File: src/rtl/core/tig_pkg.sv
`default_nettype none

package tig_pkg;

	// One in unsigned Q1.16; larger fractions are clamped to it.
	localparam logic [16:0] FRAC_ONE = 17'h10000;

	// Reset value of the inverse resolution register, 10.0 in Q8.8.
	localparam logic [15:0] INV_RES_RESET = 16'd2560;

	// Half an output step of the blended value at scale 2^48.
	localparam logic signed [65:0] VALUE_HALF = 66'sh8000_0000_0000;

	// Half an output step of a gradient product at scale 2^40.
	localparam logic [64:0] GRAD_HALF = 65'h80_0000_0000;

	// Word handed from the blend pipeline to the gradient lanes and the merge stage.
	// All quantities are exact: v0 and dz at scale 2^32, dx and dy at scale 2^32.
	typedef struct packed {
		logic               valid;
		logic signed [47:0] v0;
		logic signed [48:0] dz;
		logic [16:0]        fz;
		logic signed [48:0] dx;
		logic signed [48:0] dy;
	} blend_t;

	// Rounded gradient magnitude and its sign from one gradient lane.
	typedef struct packed {
		logic        neg;
		logic [24:0] mag;
	} grad_part_t;

endpackage

`default_nettype wire

File: src/rtl/core/tig_grad_lane.sv
`default_nettype none

module tig_grad_lane (
	input  wire logic               clk,
	input  wire logic signed [48:0] diff,
	input  wire logic [15:0]        inv_res,
	output tig_pkg::grad_part_t     part
);

	// Stage 1: split the weighted difference into sign and magnitude.
	logic        neg_s1;
	logic [47:0] mag_s1;

	logic signed [48:0] neg_diff;

	assign neg_diff = 49'sd0 - diff;

	always_ff @(posedge clk) begin
		neg_s1 <= diff[48];
		mag_s1 <= diff[48] ? neg_diff[47:0] : diff[47:0];
	end

	// Stage 2: scale by the inverse resolution as two 24 by 16 partial products.
	logic        neg_s2;
	logic [39:0] pp_lo_s2, pp_hi_s2;

	always_ff @(posedge clk) begin
		neg_s2   <= neg_s1;
		pp_lo_s2 <= mag_s1[23:0] * inv_res;
		pp_hi_s2 <= mag_s1[47:24] * inv_res;
	end

	// Stage 3: combine and round the magnitude to nearest at scale 2^40.
	// The result stays below 2^25, so the 32-bit output never needs clipping.
	logic        neg_s3;
	logic [24:0] mag_s3;

	logic [64:0] sum;

	assign sum = 65'({pp_hi_s2, 24'h000000}) + 65'(pp_lo_s2) + tig_pkg::GRAD_HALF;

	always_ff @(posedge clk) begin
		neg_s3 <= neg_s2;
		mag_s3 <= sum[64:40];
	end

	assign part.neg = neg_s3;
	assign part.mag = mag_s3;

endmodule

`default_nettype wire

File: config.mk
export PLATFORM = sky130hd
export DESIGN_NAME = tig_grad_lane
export DESIGN_NICKNAME = d
export VERILOG_FILES = /design/src/rtl/core/tig_pkg.sv /design/src/rtl/core/tig_grad_lane.sv
export SDC_FILE = /design/constraint.sdc
export NUM_CORES = 2
export LEC_CHECK = 0
export BUFFER_PORTS_ARGS = -buffer_cell sky130_fd_sc_hd__buf_2
export CORE_ASPECT_RATIO = 0.75
export CORE_MARGIN = 1.5
export CORE_UTILIZATION = 30
export CTS_CLUSTER_SIZE = 28
export DETAILED_ROUTE_END_ITERATION = 10
export PLACE_DENSITY = 0.42
export SKIP_CTS_REPAIR_TIMING = 1
export SYNTH_ARGS = -nofsm -noshare
export SYNTH_HDL_FRONTEND = slang
export SYNTH_SLANG_ARGS = --single-unit
File: constraint.sdc
create_clock -name clk -period 11.6 [get_ports clk]
set_input_delay 2.9 -clock clk [delete_from_list [all_inputs] [get_ports clk]]
set_output_delay 2.9 -clock clk [all_outputs]
set_load 0.05 [all_outputs]
==> results.md <==
* Hpwl dp at 66400 microns
* Die H at roughly 270 microns
* RePlAce Congestion at 0.803
* RSZ-0062 raised after global routing: false
* Nets at a little over 4000
* Antenna Violating Nets Remaining at 0
* Worst-path maximum fanout at 22
* Pin count of the biggest net entering global routing at 50
* TritonCTS clock tree: yes
* Grt total ovfl at 0
* Max Cap Viol at 0
* WL met2 at 31700 microns
* Global-route wire length before repair at approximately 130000 microns
* Max Freq at 103 MHz
* Layout overhead on the synthesized area at 8.22%
* Run status: finished, final reports clean
* Crit. End Element: flip-flop
* Startpoint types: input pin
* Max-slew violation count at 0
* CTS Buf Count at 17
* Met3 wire length at 4210 microns
* Final worst slack at 1.92 ns
* Synth cell types at 59
* Number of I/O port buffers at 91
* Share of synthesized flip-flops with an asynchronous set or reset at 0
* Fillers at 9980
* Clock buffer depth at 2
* Clk root buf: clkbuf_16
* Top layer in use: met5
* Hold crit path type: reg -> reg
* WP data required at between 10 and 15 ns
* Post-synthesis register bit count at between 100 and 150
* Worst setup path category: in -> reg
* Synth warn at 0
* CTS Sinks at 132
* Clk_skew at 0.0276 ns
* Vias at 20200
* Clock transition at path regs at 0.06 ns
* Footprint of the multi-input gates at 0.0228 sq mm
* Later-pin clock latency in the skew report at 0.52 ns
* First drt pass iteration count at 5
* Synth Instances at between 3000 and 4000
* Worst slack, placed at 1.39 ns
* Avg Vias per Cell at 4.55
* Min Tclk post-route at 9.68 ns
* IO Pins at 92
* Final setup vio count at 0
* ANT cells at 0
* Sequential share of the synthesized area at 0.0924
* Headroom to the max-slew limit at 0.160
* Synth Flop Type: dfxtp_1
* Core box area at 0.0939 sq mm
* Row cnt at 97
* Starting DRC count in detailed routing at 1144
* Final hold vios at 0
* Proportion of layout cells with a drive suffix above 1 at 0.0559
* WL final at 82200 microns
* FF+latch area at 0.00264 sq mm
* H-tree lvl count at 4
* Vias in the first global route at between 20000 and 25000
* Commonest non-fill, non-tap cell in the layout: inv_1
* Die Wd at 360 microns
* Routed len/inst at 18.5 microns
* Die ar. at between 0.09 and 0.1 sq mm
* Worst-margin pin slew at 1.23 ns
* Post-Syn Area at 0.0286 sq mm
* Post-synth EDFFs at 0
* # DRC at 0
* Most frequent cells in the layout: inv_1 (702), fa_1 (611), nand2_1 (509), and2_1 (331), ha_1 (252)
* Syn Nets at 4115
* WP data arrival at 10.06 ns
* Final period utilization at 0.835
* GRT Util Overall at 0.179
* M1 WL at 45600 microns
* Initial antenna violation count at 4
* Sum Neg Setup Slack at 0 ns
* Starting Density at 0.304
* Syn avg cell area at 8.98 sq um
-- critical path, cell delays in order --
cell and delay, ns:
buf_2 0.51, nand2_1 0.17, fa_1 0.53, fa_1 0.51, fa_1 0.51, inv_1 0.05
fa_1 0.49, fa_1 0.51, inv_1 0.05, fa_1 0.47, inv_1 0.04, ha_1 0.36
nand2_1 0.11, or4_1 0.55, a311o_1 0.38, buf_4 0.18, a2111oi_0 1.03, nor2_1 0.16
o41ai_1 0.39, xor2_1 0.11
-- per-layer routing --
metal  track usage  vias up
li1              -     9477
met5             0        -
met1         0.289    10300
met3        0.0310       35
met2         0.244      397
met4        0.0310        4
-- flip-flops by register name, indices dropped and copies added, names as in the netlist --
| name | cells |
|---|---|
| mag_s3 | 25 |
| neg_s2 | 1 |
| mag_s1 | 48 |
| neg_s1 | 1 |
| pp_hi_s2 | 40 |
| neg_s3 | 1 |
| pp_lo_s2 | 16 |
-- logic make-up after synthesis --
| group | synth area share |
|---|---|
| and+or+nand+nor | 0.170 |
| xor gates and xnor gates | 0.0374 |
| DFF | 0.0924 |
| buffers and inverters | 0.112 |
| adders and majority gates | 0.538 |
| AOI/OAI and AO/OA | 0.0510 |
-- stage by stage --
stage | utilization | instance area [sq um] | hold WS [ns] | std cells
floorplan | - | 28600 | 0.310 | 3186
global placement | 0.323 | 30400 | 0.310 | 4407
detailed placement | 0.323 | 30400 | 0.314 | 4407
CTS | 0.329 | 30900 | 0.328 | 4439
global route | 0.329 | 30900 | 0.334 | 4439
finish | 0.329 | 30900 | 0.328 | 4439
-- final timing paths --
path                            startpoint      endpoint  slack [ns]  depth (start not counted)
worst max-delay path            inv_res[1]  pp_hi_s2[38]        1.92                         20
worst min-delay path                neg_s1        neg_s2        0.33                          0
worst max register to register  mag_s1[27]  pp_hi_s2[38]        4.26                         19
worst min register to register      neg_s1        neg_s2        0.33                          0
-- area by class of cell --
type,instances,area share
Sequential cell,132,0.0854
Timing Repair Buffer,132,0.0247
Inverter,702,0.0851
Clock buffer,18,0.0139
Clock inverter,14,0.00546
Multi-Input combinational cell,2204,0.735
Tap cell,1237,0.0500
-- synth_stat cells (all sizes together) (20+ instances only) --
master  instances  area (sq um)
nor3           21           105
o21ai          46           230
fa            611         12200
and2          331          2070
nand4          20           125
nand2         509          1910
nor2           40           150
xor2           30           263
dfxtp         132          2640
clkbuf        147           552
a21o           30           225
inv           702          2640
ha            252          3150
xnor2          92           806
a21oi          61           305
Power is left out: the tool's default activity adds up to more than one toggle a clock period on the data nets, which glitch-free logic cannot reach.
